--- src/rtl/core/sci_pkg.sv ---
// Shared types, codes and helpers for the serial motor command interpreter.
package sci_pkg;

	localparam logic [2:0] R_NONE     = 3'd0;
	localparam logic [2:0] R_STOPPED  = 3'd1;
	localparam logic [2:0] R_HELP     = 3'd2;
	localparam logic [2:0] R_SET      = 3'd3;
	localparam logic [2:0] R_WAIT     = 3'd4;
	localparam logic [2:0] R_BAD_NUM  = 3'd5;
	localparam logic [2:0] R_UNKNOWN  = 3'd6;
	localparam logic [2:0] R_TOO_LONG = 3'd7;

	localparam logic [2:0] K_EMPTY   = 3'd0;
	localparam logic [2:0] K_STOP    = 3'd1;
	localparam logic [2:0] K_HELP    = 3'd2;
	localparam logic [2:0] K_SPEED   = 3'd3;
	localparam logic [2:0] K_BAD_NUM = 3'd4;
	localparam logic [2:0] K_UNKNOWN = 3'd5;

	localparam logic [7:0] CH_LF    = 8'h0A;
	localparam logic [7:0] CH_CR    = 8'h0D;
	localparam logic [7:0] CH_SPACE = 8'h20;
	localparam logic [7:0] CH_PLUS  = 8'h2B;
	localparam logic [7:0] CH_MINUS = 8'h2D;
	localparam logic [7:0] CH_ZERO  = 8'h30;
	localparam logic [7:0] CH_NINE  = 8'h39;
	localparam logic [7:0] CH_S     = 8'h73;
	localparam logic [7:0] CH_M     = 8'h6D;
	localparam logic [7:0] CH_NUL   = 8'h00;

	localparam logic [15:0] PAUSE_RESET = 16'd500;
	localparam logic [6:0]  SPEED_MAX   = 7'd100;

	// (x * 5243) >> 19 equals x / 100 for every x up to 25550 used here
	localparam logic [12:0] DUTY_RECIP = 13'd5243;
	localparam logic [15:0] DUTY_ROUND = 16'd50;

	typedef struct packed {
		logic [2:0]        kind;
		logic signed [7:0] speed;
	} scan_res_t;

	function automatic logic is_ws(input logic [7:0] c);
		return (c == CH_SPACE) || (c >= 8'd9 && c <= 8'd13);
	endfunction

	function automatic logic [7:0] help_char(input logic [1:0] k);
		logic [7:0] c;
		case (k)
			2'd0: c = 8'h68;
			2'd1: c = 8'h65;
			2'd2: c = 8'h6C;
			default: c = 8'h70;
		endcase
		return c;
	endfunction

	function automatic logic [7:0] duty_of(input logic signed [7:0] sp);
		logic [7:0]  mag;
		logic [15:0] x;
		logic [28:0] p;
		mag = sp[7] ? 8'(-sp) : 8'(sp);
		x = {mag, 8'h00} - {8'h00, mag} + DUTY_ROUND;
		p = 29'(x) * 29'(DUTY_RECIP);
		return p[26:19];
	endfunction

endpackage

--- src/rtl/core/sci_line_mem.sv ---
// Line store: one write port, one read port with registered data.
module sci_line_mem #(
	parameter int DEPTH = 48,
	parameter int AW    = 6
) (
	input  logic          clk,
	input  logic          we,
	input  logic [AW-1:0] waddr,
	input  logic [7:0]    wdata,
	input  logic [AW-1:0] raddr,
	output logic [7:0]    rdata
);

	logic [7:0] mem_q [DEPTH];
	logic [7:0] rdata_q;

	always_ff @(posedge clk) begin
		if (we) begin
			mem_q[waddr] <= wdata;
		end
		rdata_q <= mem_q[raddr];
	end

	assign rdata = rdata_q;

endmodule

--- src/rtl/core/sci_scan.sv ---
// Line scanner: trim pass over the line store, then a parse pass over the trimmed text.
module sci_scan import sci_pkg::*; #(
	parameter int AW = 6
) (
	input  logic          clk,
	input  logic          arst_n,
	input  logic          start,
	input  logic [AW-1:0] len,
	output logic [AW-1:0] raddr,
	input  logic [7:0]    rdata,
	output logic          done,
	output scan_res_t     res
);

	localparam logic [1:0] SC_IDLE  = 2'd0;
	localparam logic [1:0] SC_TRIM  = 2'd1;
	localparam logic [1:0] SC_PARSE = 2'd2;

	localparam logic [1:0] PH_LEAD = 2'd0;
	localparam logic [1:0] PH_SIGN = 2'd1;
	localparam logic [1:0] PH_DIG  = 2'd2;

	logic [1:0]    st_q;
	logic [AW-1:0] ptr_q, end_q, idx_s1, beg_q, last_q;
	logic          vld_s1, found_q;
	logic          s_q, help_q, m_q, bad_q, neg_q, over_q;
	logic [1:0]    ph_q;
	logic [6:0]    val_q;
	logic          done_q;
	scan_res_t     res_q;

	logic [AW-1:0]     k, span;
	logic              issue, trim_done, parse_done, dig, ws;
	logic [10:0]       nv;
	logic signed [7:0] sp;
	scan_res_t         pick;

	always_comb begin
		k          = idx_s1 - beg_q;
		span       = last_q - beg_q;
		issue      = ptr_q != end_q;
		trim_done  = (vld_s1 && rdata == CH_NUL) || (!vld_s1 && !issue);
		parse_done = !vld_s1 && !issue;
		dig        = rdata >= CH_ZERO && rdata <= CH_NINE;
		ws         = is_ws(rdata);
		nv         = 11'(val_q) * 11'd10 + 11'(rdata[3:0]);
		sp         = neg_q ? 8'(-{1'b0, val_q}) : {1'b0, val_q};
		pick.speed = sp;
		if (span == '0) begin
			pick.kind = s_q ? K_STOP : K_UNKNOWN;
		end else if (span == AW'(3) && help_q) begin
			pick.kind = K_HELP;
		end else if (m_q) begin
			pick.kind = (ph_q == PH_DIG && !bad_q && !over_q) ? K_SPEED : K_BAD_NUM;
		end else begin
			pick.kind = K_UNKNOWN;
		end
	end

	always_ff @(posedge clk or negedge arst_n) begin
		if (!arst_n) begin
			st_q    <= SC_IDLE;
			ptr_q   <= '0;
			end_q   <= '0;
			idx_s1  <= '0;
			vld_s1  <= 1'b0;
			found_q <= 1'b0;
			beg_q   <= '0;
			last_q  <= '0;
			s_q     <= 1'b0;
			help_q  <= 1'b0;
			m_q     <= 1'b0;
			bad_q   <= 1'b0;
			neg_q   <= 1'b0;
			over_q  <= 1'b0;
			ph_q    <= PH_LEAD;
			val_q   <= '0;
			done_q  <= 1'b0;
			res_q   <= '0;
		end else begin
			done_q <= 1'b0;
			case (st_q)
				SC_IDLE: begin
					if (start) begin
						ptr_q   <= '0;
						end_q   <= len;
						vld_s1  <= 1'b0;
						found_q <= 1'b0;
						st_q    <= SC_TRIM;
					end
				end
				SC_TRIM: begin
					if (trim_done) begin
						vld_s1 <= 1'b0;
						if (!found_q) begin
							res_q  <= '{kind: K_EMPTY, speed: '0};
							done_q <= 1'b1;
							st_q   <= SC_IDLE;
						end else begin
							ptr_q  <= beg_q;
							end_q  <= last_q + AW'(1);
							s_q    <= 1'b0;
							help_q <= 1'b1;
							m_q    <= 1'b1;
							bad_q  <= 1'b0;
							neg_q  <= 1'b0;
							over_q <= 1'b0;
							ph_q   <= PH_LEAD;
							val_q  <= '0;
							st_q   <= SC_PARSE;
						end
					end else begin
						if (vld_s1 && !ws) begin
							if (!found_q) begin
								found_q <= 1'b1;
								beg_q   <= idx_s1;
							end
							last_q <= idx_s1;
						end
						vld_s1 <= issue;
						if (issue) begin
							idx_s1 <= ptr_q;
							ptr_q  <= ptr_q + AW'(1);
						end
					end
				end
				SC_PARSE: begin
					if (parse_done) begin
						res_q  <= pick;
						done_q <= 1'b1;
						st_q   <= SC_IDLE;
					end else begin
						if (vld_s1) begin
							if (k < AW'(4) && rdata != help_char(k[1:0])) begin
								help_q <= 1'b0;
							end
							if (k == '0) begin
								s_q <= rdata == CH_S;
								if (rdata != CH_M) begin
									m_q <= 1'b0;
								end
							end else if (k == AW'(1)) begin
								if (!ws) begin
									m_q <= 1'b0;
								end
							end else begin
								case (ph_q)
									PH_LEAD: begin
										if (rdata == CH_PLUS || rdata == CH_MINUS) begin
											neg_q <= rdata == CH_MINUS;
											ph_q  <= PH_SIGN;
										end else if (dig) begin
											ph_q <= PH_DIG;
										end else if (!ws) begin
											bad_q <= 1'b1;
										end
									end
									PH_SIGN: begin
										if (dig) begin
											ph_q <= PH_DIG;
										end else begin
											bad_q <= 1'b1;
										end
									end
									default: begin
										if (!dig) begin
											bad_q <= 1'b1;
										end
									end
								endcase
								if (dig && ph_q != PH_LEAD || dig) begin
									val_q <= nv[6:0];
									if (nv > 11'(SPEED_MAX)) begin
										over_q <= 1'b1;
									end
								end
							end
						end
						vld_s1 <= issue;
						if (issue) begin
							idx_s1 <= ptr_q;
							ptr_q  <= ptr_q + AW'(1);
						end
					end
				end
				default: begin
					st_q <= SC_IDLE;
				end
			endcase
		end
	end

	assign raddr = ptr_q;
	assign done  = done_q;
	assign res   = res_q;

endmodule

--- src/rtl/core/sci_motor.sv ---
// Motor state: speed, last direction, stop timer and the reply of a finished line.
module sci_motor import sci_pkg::*; (
	input  logic              clk,
	input  logic              arst_n,
	input  logic              tick,
	input  logic              exec,
	input  scan_res_t         cmd,
	input  logic [15:0]       pause,
	output logic signed [7:0] speed,
	output logic [2:0]        reply
);

	localparam logic [1:0] DIR_NONE = 2'd0;
	localparam logic [1:0] DIR_FWD  = 2'd1;
	localparam logic [1:0] DIR_REV  = 2'd2;

	logic signed [7:0] speed_q;
	logic [1:0]        dir_q;
	logic [15:0]       ms_q;
	logic [2:0]        reply_q;

	logic [1:0]  new_dir;
	logic        running, rev, hold;
	logic [15:0] ms_after;

	always_comb begin
		new_dir  = cmd.speed[7] ? DIR_REV : DIR_FWD;
		running  = speed_q != 0;
		rev      = dir_q != DIR_NONE && new_dir != dir_q;
		ms_after = running ? '0 : ms_q;
		hold     = rev && ms_after < pause;
	end

	always_ff @(posedge clk or negedge arst_n) begin
		if (!arst_n) begin
			speed_q <= '0;
			dir_q   <= DIR_NONE;
			ms_q    <= '0;
			reply_q <= R_NONE;
		end else if (tick) begin
			if (ms_q != 16'hFFFF) begin
				ms_q <= ms_q + 16'd1;
			end
		end else if (exec) begin
			case (cmd.kind)
				K_STOP: begin
					speed_q <= '0;
					ms_q    <= ms_after;
					reply_q <= R_STOPPED;
				end
				K_SPEED: begin
					if (cmd.speed == 0 || hold) begin
						speed_q <= '0;
						ms_q    <= ms_after;
						reply_q <= (cmd.speed == 0) ? R_SET : R_WAIT;
					end else begin
						if (rev) begin
							ms_q <= ms_after;
						end
						speed_q <= cmd.speed;
						dir_q   <= new_dir;
						reply_q <= R_SET;
					end
				end
				K_HELP:    reply_q <= R_HELP;
				K_BAD_NUM: reply_q <= R_BAD_NUM;
				K_UNKNOWN: reply_q <= R_UNKNOWN;
				default:   reply_q <= R_NONE;
			endcase
		end
	end

	assign speed = speed_q;
	assign reply = reply_q;

endmodule

--- src/rtl/core/serial_motor_command_interpreter.sv ---
// Top level: item handshakes, register port, line buffer control and result register.
//
//  channel | signals                                         | item moves when
//  --------+-------------------------------------------------+-------------------------
//  in      | in_valid in_ready cmd rx_byte                   | in_valid && in_ready
//  out     | out_valid out_ready reply speed_percent         | out_valid && out_ready
//          | drive_forward drive_reverse duty                |
//  apb     | psel penable pwrite paddr pwdata prdata pready  | psel && penable
//
// For ticks and ordinary bytes the result is registered at acceptance.
// A line end starts a scan of the line store, one read per cycle, once to trim the line
// and once to parse the trimmed text.
// No clearing pass after reset; items are accepted from the first edge after arst_n rises.
// A result waiting on out_ready holds the next item off only if out_ready stays low.
module serial_motor_command_interpreter import sci_pkg::*; #(
	parameter int LINE_BYTES = 48
) (
	input  logic              clk,
	input  logic              arst_n,
	input  logic              in_valid,
	output logic              in_ready,
	input  logic              cmd,
	input  logic [7:0]        rx_byte,
	output logic              out_valid,
	input  logic              out_ready,
	output logic [2:0]        reply,
	output logic signed [7:0] speed_percent,
	output logic              drive_forward,
	output logic              drive_reverse,
	output logic [7:0]        duty,
	input  logic              psel,
	input  logic              penable,
	input  logic              pwrite,
	input  logic [2:0]        paddr,
	input  logic [31:0]       pwdata,
	output logic [31:0]       prdata,
	output logic              pready
);

	localparam int            AW      = $clog2(LINE_BYTES);
	localparam logic [AW-1:0] LEN_MAX = AW'(LINE_BYTES - 1);

	localparam logic [1:0] ST_IDLE = 2'd0;
	localparam logic [1:0] ST_SCAN = 2'd1;
	localparam logic [1:0] ST_POST = 2'd2;

	logic [1:0]        st_q;
	logic [AW-1:0]     len_q;
	logic              ovf_q;
	logic [15:0]       pause_q;
	logic              ov_q;
	logic [2:0]        reply_q;
	logic signed [7:0] speed_q;
	logic              fwd_q, rev_q;
	logic [7:0]        duty_q;

	logic              acc, is_eol, store, start, load;
	logic [2:0]        load_reply;
	logic [AW-1:0]     raddr;
	logic [7:0]        rdata;
	logic              scan_done;
	scan_res_t         scan_res;
	logic signed [7:0] mot_speed;
	logic [2:0]        mot_reply;

	always_comb begin
		in_ready   = st_q == ST_IDLE && (!ov_q || out_ready);
		acc        = in_valid && in_ready;
		is_eol     = !cmd && (rx_byte == CH_LF || rx_byte == CH_CR);
		store      = acc && !cmd && !is_eol && !ovf_q && len_q < LEN_MAX;
		start      = acc && is_eol && !ovf_q;
		load       = (acc && !start) || st_q == ST_POST;
		load_reply = (st_q == ST_POST) ? mot_reply : ((acc && is_eol) ? R_TOO_LONG : R_NONE);
	end

	sci_line_mem #(
		.DEPTH (LINE_BYTES),
		.AW    (AW)
	) u_mem (
		.clk   (clk),
		.we    (store),
		.waddr (len_q),
		.wdata (rx_byte),
		.raddr (raddr),
		.rdata (rdata)
	);

	sci_scan #(
		.AW (AW)
	) u_scan (
		.clk    (clk),
		.arst_n (arst_n),
		.start  (start),
		.len    (len_q),
		.raddr  (raddr),
		.rdata  (rdata),
		.done   (scan_done),
		.res    (scan_res)
	);

	sci_motor u_motor (
		.clk    (clk),
		.arst_n (arst_n),
		.tick   (acc && cmd),
		.exec   (scan_done),
		.cmd    (scan_res),
		.pause  (pause_q),
		.speed  (mot_speed),
		.reply  (mot_reply)
	);

	always_ff @(posedge clk or negedge arst_n) begin
		if (!arst_n) begin
			st_q    <= ST_IDLE;
			len_q   <= '0;
			ovf_q   <= 1'b0;
			pause_q <= PAUSE_RESET;
			ov_q    <= 1'b0;
		end else begin
			if (psel && penable && pwrite && !paddr[2]) begin
				pause_q <= pwdata[15:0];
			end
			case (st_q)
				ST_IDLE: begin
					if (acc && !cmd) begin
						if (is_eol) begin
							len_q <= '0;
							ovf_q <= 1'b0;
							if (start) begin
								st_q <= ST_SCAN;
							end
						end else if (store) begin
							len_q <= len_q + AW'(1);
						end else begin
							ovf_q <= 1'b1;
						end
					end
				end
				ST_SCAN: begin
					if (scan_done) begin
						st_q <= ST_POST;
					end
				end
				ST_POST: begin
					st_q <= ST_IDLE;
				end
				default: begin
					st_q <= ST_IDLE;
				end
			endcase
			if (load) begin
				ov_q <= 1'b1;
			end else if (out_ready) begin
				ov_q <= 1'b0;
			end
		end
	end

	always_ff @(posedge clk) begin
		if (load) begin
			reply_q <= load_reply;
			speed_q <= mot_speed;
			fwd_q   <= !mot_speed[7] && mot_speed != 0;
			rev_q   <= mot_speed[7];
			duty_q  <= duty_of(mot_speed);
		end
	end

	assign out_valid     = ov_q;
	assign reply         = reply_q;
	assign speed_percent = speed_q;
	assign drive_forward = fwd_q;
	assign drive_reverse = rev_q;
	assign duty          = duty_q;
	assign prdata        = paddr[2] ? 32'h0 : {16'h0, pause_q};
	assign pready        = 1'b1;

endmodule

--- config.mk ---
export PLATFORM = sky130hd
export DESIGN_NAME = serial_motor_command_interpreter
export DESIGN_NICKNAME = d
export VERILOG_FILES = /design/src/rtl/core/sci_pkg.sv /design/src/rtl/core/sci_line_mem.sv /design/src/rtl/core/sci_scan.sv /design/src/rtl/core/sci_motor.sv /design/src/rtl/core/serial_motor_command_interpreter.sv
export SDC_FILE = /design/constraint.sdc
export NUM_CORES = 1
export LEC_CHECK = 0
export BUFFER_PORTS_ARGS = -buffer_cell sky130_fd_sc_hd__buf_2
export CORE_MARGIN = 3
export CORE_UTILIZATION = 45
export DETAILED_ROUTE_END_ITERATION = 10
export PLACE_DENSITY_LB_ADDON = 0.1
export SYNTH_ARGS = -nofsm -noshare
export SYNTH_HDL_FRONTEND = slang
export SYNTH_SLANG_ARGS = --single-unit
--- constraint.sdc ---
create_clock -name clk -period 9.8 [get_ports clk]
set_input_delay 0.98 -clock clk [delete_from_list [all_inputs] [get_ports clk]]
set_output_delay 0.98 -clock clk [all_outputs]
set_load 0.02 [all_outputs]
==> results of run 1 <==
[flip-flops by register name, summed over array words and instances, names as in the netlist, 7 cells and up]
name	cells
u_mem.mem_q	384
speed_percent	7
u_mem.rdata	8
u_motor.ms_q	16
u_motor.speed	8
duty	8
u_scan.res	11
pause_q	16
u_scan.val_q	7
[cell usage in the layout (no fill, tap or decap), drive strengths merged, types with 19 or more instances in the layout]
cell    instances
fa             70
xnor2          47
and3           26
edfxtp        404
nand4          19
clkbuf         80
xor2           27
nand3          32
a21oi          47
nand2         138
nor3           20
nor2          124
o21ai         111
mux2           29
mux4          120
clkinv         21
ha            153
dfrtp         110
a21o           20
buf            89
inv           184
[cell type report]
type / instances / share of cell area
timing repair buffer: 89 / 0.01616
multi-input combinational: 1219 / 0.3740
inverter: 183 / 0.02252
sequential: 528 / 0.4986
clock inverter: 23 / 0.005660
tap: 782 / 0.03207
clock buffer: 80 / 0.05094
[cell families after synthesis]
logic type                 after synthesis  share of synthesized area
DFF                                    528                     0.5488
xor gates and xnor gates                74                    0.02624
other                                    2                  0.0002711
buffers and inverters                  274                    0.04156
adders and majority gates              223                     0.1197
and+or+nand+nor                        457                    0.08217
muxes                                  164                     0.1149
AOI/OAI and AO/OA                      283                    0.06631
[through the flow]
stage / instance area (sq um) / instances / util / hold slack (ns) / power, mW
CTS: 30510 / 2904 / 0.5035 / 0.3841 / 4.627
global placement: 28780 / 2801 / 0.4750 / 0.4756 / 2.602
detailed placement: 28780 / 2801 / 0.4750 / 0.4789 / 2.607
global route: 30510 / 2904 / 0.5035 / 0.4286 / 4.723
finish: 30510 / 2904 / 0.5035 / 0.3891 / 4.569
floorplan: 27760 / 2021 / - / 0.4196 / 2.545
[power by group through the flow]
stage,clock (mW),combinational [mW],sequential (mW)
finish,2.01,0.121,2.44
global route,2.15,0.136,2.44
CTS,2.07,0.126,2.44
detailed placement,0,0.125,2.48
global placement,0,0.121,2.48
floorplan,0,0.0650,2.48
[final timing paths]
path                                         startpoint                     endpoint  slack (ns)  cells past startpoint
hold / removal                                   arst_n      pause_q[10]$_DFFE_PN0P_        0.39                      1
setup reg to reg           u_motor.speed[0]$_DFFE_PN0P_            duty[7]$_DFFE_PP_        1.82                     26
setup / recovery           u_motor.speed[0]$_DFFE_PN0P_            duty[7]$_DFFE_PP_        1.82                     26
min in group clk              u_scan.help_q$_DFFE_PN0P_    u_scan.help_q$_DFFE_PN0P_        0.49                      1
max in group asynchronous                        arst_n  u_scan.raddr[1]$_DFFE_PN0P_        8.03                      2
hold reg to reg               u_scan.help_q$_DFFE_PN0P_    u_scan.help_q$_DFFE_PN0P_        0.49                      1
[layer usage]
metal / vias up / track usage
met2: 295 / 0.3319
li1: 7557 / -
met1: 8081 / 0.2619
met3: 88 / 0.02456
met4: 0 / 0.04702
met5: - / 0
[critical path: cells and delay by family (launching register included)]
family	cells	cell delay, ns
flip-flops	1	0.81
AND/OR/NAND/NOR	6	1.27
adder cells (fa/ha/maj)	8	3.28
buffers and inverters	5	0.72
XOR/XNOR	2	0.38
AO/OA/AOI/OAI	5	1.24
==> results.toml, run 1 <==
[route]
wl_met3_mm = 2.429
drt_iter0_drc = 1117
met2_length_mm = 30.03
dr.pass1.iters = 5
drt-met1-wl_mm = 26.97
viasPerCell = 5.517
ant_nets = 0
drcViolationCount = 0
vias = 16021
drt-total-wl_mm = 60.74
highest_layer = "met4"
routedWlPerCell_um = 20.91

[finish]
num-fill-cells = 5238
n_antenna_cell = 0
seq_area_sq_um = 15210
drive_above_1_share = 0.1664
syn_to_final_growth_pct = 10.13
fin_nets = 2352
multi_input_area_sq_um = 11410

[clock_tree]
cts_max_path_buffers = 3
cts-root-buf = "clkbuf_16"
cts_tree = "built"
postCtsSetupRepairBufs = 0
path_clk_slew_ns = 0.06
clock_latency_ns = 0.62
cts_sinks = 528
cts_resized = 0
cts_htree_levels = 2
cts_hold_buf = 0
cts-buffers-inserted = 57

[floorplanning]
pin_count = 107
core.rowCount = 90
die_w_um = 254.1
die_area_sq_um = 64570
start_util = 0.4572
core-area_sq_um = 60580
die_h_um = 254.1

[critical_path]
end_kind = "flip-flop"
cp_max_fo = 14
cp.arrival_ns = 8.32
critPathMostFrequentCell = "inv_1"
cp_data_required_time_ns = 10.14
cpMaxStageDelayCell = "dfrtp_1"
crit_type = "reg2reg"
max_stage_delay_ns = 0.81
critPathLaunchType = "flip-flop"

[placement]
gp_congestion = 0.7958
portBuffers = 71
dp_slack_ns = 1.778
place_hpwl_mm = 41.27

[grt]
grt_max_degree = 64
track_usage = 0.1927
grt_overflow = 0
antenna_found_initial = 0
grt_pass1_vias = 16429
grt_pass1_wl_mm = 95.45

[synth]
synth.top_cells.by_count = "edfxtp_1 (404), inv_1 (180), ha_1 (153), nand2_1 (138), nor2_1 (122)"
synth_ff_type = "edfxtp_1"
synth_async_sr_flop_share = 0.2197
post_synth.cell_area_avg_sq_um = 13.81
synth.largest_area_cell = "edfxtp_1"
yosysWarnings = 0
synth_area_leaders = "edfxtp_1 (44%), dfrtp_1 (9.9%), mux4_2 (9.8%), ha_1 (6.9%), fa_1 (5.1%)"
synth_area_sq_um = 27700
synth.most_common_cell = "edfxtp_1"
syn_inst = 2005
ys_seq_elements = 528
synth_top_area_frac = 0.4380
ys_seq_area_frac = 0.5488
synthDistinctLibCells = 96
synth_edf_count = 404

[pwr]
leakage_nw = 11.74
clkPwrFrac = 0.440
power_frac_comb = 0.027
p_per_area_nw_per_um2 = 149.8
p_sw_mw = 0.9736
vdd_ir_drop_max_uv = 152.6
switching_share = 0.2131
intPower_mw = 3.595
pwr-share-seq = 0.533

[sta]
grt_setup_unrepaired = "no"
post-route-min-period_ns = 7.980
tns_ns = 0
finalSetupViolations = 0
maxSlewViolCount = 0
relSlewSlack = 0.2064
fmaxAchievable_mhz = 125.3
finalHoldViolCount = 0
fin_ws_ns = 1.820
period_share = 0.8143
worst_pin_slew_ns = 1.185
finClkSkew_ns = 0.03439

[status]
status = "finished clean"

[hold_path]
hp-class = "in2async"

[job]
maxCapViolations = 0
(Power assumes the default switching activity.)
==> inputs of run 2 (changes only) <==
Clock period 9.8 ns to 7.75 ns, I/O delays scaled along.
==> run 2 against run 1 <==
  * Final area is 0.80% higher
  * Fmax grew 12%
  * Hold slack lost 0.23 ns
  * Register-to-register slack got worse by 1.2 ns
  * Total power up 31%
  * Utilization grew 0.40 points
  * Via count increased by 0.63%
  * Die area did not move
  * Global-route usage increased by 0.13 points
  * Clock skew increased by 0.0058 ns
  * Largest power group unchanged
==> results.toml, run 2 (same netlist as run 1, synthesis figures left out) <==
[status]
status = "finished clean"

[clock_tree]
cts-root-buf = "clkbuf_16"
cts_max_path_buffers = 3
cts_tree = "built"
postCtsSetupRepairBufs = 0
clock_latency_ns = 0.63
cts_sinks = 528
cts_htree_levels = 2
cts-buffers-inserted = 57
cts_resized = 0
cts_hold_buf = 0
path_clk_slew_ns = 0.06

[pwr]
p_per_area_nw_per_um2 = 194.8
vdd_ir_drop_max_uv = 214.7
leakage_nw = 11.87

[finish]
n_antenna_cell = 0
reg_top3 = "u_mem.mem_q (384), pause_q (16), u_motor.ms_q (16)"
largest_register = "u_mem.mem_q"
syn_to_final_growth_pct = 11.01
multi_input_area_sq_um = 11410
num-fill-cells = 5173
largest_register_ffs = 384
seq_area_sq_um = 15210
drive_above_1_share = 0.1735
final_area_sq_um = 30750
layout_commonest_cell = "edfxtp_1"
mostFrequentLayoutCells = "edfxtp_1 (404), inv_1 (180), ha_1 (153), nand2_1 (138), nor2_1 (122)"
fin_nets = 2359

[critical_path]
critPathLaunchType = "flip-flop"
cp.arrival_ns = 7.43
crit_type = "reg2reg"
cp_data_required_time_ns = 8.09
cp_max_fo = 7
cpMaxStageDelayCell = "fa_1"
crit_buf_inv = 4
cp_top_family = "adder cells"
cp_cell_sequence = "inv_1 > ha_1 > or3b_1 > nand2_1 > xor2_2 > nand4_1 > nor2b_1 > xor2_1 > inv_1 > ha_1 > fa_1 > fa_1 > fa_1 > inv_1 > fa_1 > inv_1 > ha_1 > a21o_1 > a221o_1 > a21oi_1 > nand2_1 > a311o_1 > a211oi_1 > nor2_1"
max_stage_delay_ns = 0.56
end_kind = "flip-flop"

[route]
routedWlPerCell_um = 21.03
drcViolationCount = 0
drt_iter0_drc = 1076
ant_nets = 0
vias = 16122
dr.pass1.iters = 7
viasPerCell = 5.531
drt-total-wl_mm = 61.30

[sta]
period_share = 0.9158
finalHoldViolCount = 0
hold_slack_ns = 0.1574
grt_setup_unrepaired = "no"
fmaxAchievable_mhz = 140.9
post-route-min-period_ns = 7.098
worst_pin_slew_ns = 1.223
maxSlewViolCount = 0
finalSetupViolations = 0
relSlewSlack = 0.1811
finClkSkew_ns = 0.04018
tns_ns = 0

[grt]
antenna_found_initial = 0
grt_pass1_wl_mm = 95.86
grt_max_degree = 72
grt_pass1_vias = 16383
track_usage = 0.1939
grt_overflow = 0

[floorplanning]
start_util = 0.4572
core-area_sq_um = 60580
pin_count = 107
die_area_sq_um = 64570
die_w_um = 254.1
core.rowCount = 90
die_h_um = 254.1

[hold_path]
hp-class = "in2async"

[job]
maxCapViolations = 0

[placement]
place_area_sq_um = 28830
gp_congestion = 0.8035
place_hpwl_mm = 41.65
portBuffers = 71
==> run 2: layer usage <==
| metal | vias to the layer above | GRT usage | part of all wire |
|---|---|---|---|
| met3 | 84 | 0.02743 | 0.047 |
| met2 | 361 | 0.3289 | 0.50 |
| met5 | - | 0 | 0 |
| met4 | 0 | 0.05161 | 0.021 |
| met1 | 8111 | 0.2645 | 0.44 |
| li1 | 7566 | - | - |
==> run 2: where the power goes <==
group	leakage [nW]	total (mW)	switching, mW	internal [mW]
clock network	0.933	2.75	1.13	1.63
registers	5.26	3.08	0.00859	3.07
logic	5.67	0.155	0.109	0.0463
total	11.9	5.99	1.25	4.74
==> run 2: final timing paths <==
kind | from | to | slack, ns | cells after the start
worst min-delay path | arst_n | pause_q[15]$_DFFE_PN0P_ | 0.16 | 1
worst max-delay path | u_motor.speed[0]$_DFFE_PN0P_ | duty[2]$_DFFE_PP_ | 0.65 | 24
worst min register to register | u_motor.reply[2]$_DFFE_PN0P_ | u_motor.reply[2]$_DFFE_PN0P_ | 0.49 | 2
worst max register to register | u_motor.speed[0]$_DFFE_PN0P_ | duty[2]$_DFFE_PP_ | 0.65 | 24
max in group asynchronous | arst_n | u_scan.raddr[1]$_DFFE_PN0P_ | 6.09 | 2
min in group clk | pwdata[15] | pause_q[15]$_DFFE_PN0P_ | 0.39 | 2
==> run 2: final cells by class <==
| type | count | area share |
|---|---|---|
| Clock buffer | 70 | 0.04932 |
| Clock inverter | 37 | 0.01306 |
| Inverter | 183 | 0.02234 |
| Multi-Input combinational cell | 1219 | 0.3711 |
| Sequential cell | 528 | 0.4947 |
| Tap cell | 782 | 0.03182 |
| Timing Repair Buffer | 96 | 0.01774 |
==> run 2: through the flow <==
step | utilization | cells | total power, mW | worst slack [ns]
6_report | 0.5075 | 2915 | 5.989 | 0.6524
5_1_grt | 0.5075 | 2915 | 6.206 | 0.1040
4_1_cts | 0.5075 | 2915 | 6.074 | 0.5874
3_5_place_dp | 0.4759 | 2808 | 3.297 | 0.6209
3_3_place_gp | 0.4759 | 2808 | 3.291 | 0.6934
2_1_floorplan | - | 2021 | 3.219 | 0.9428
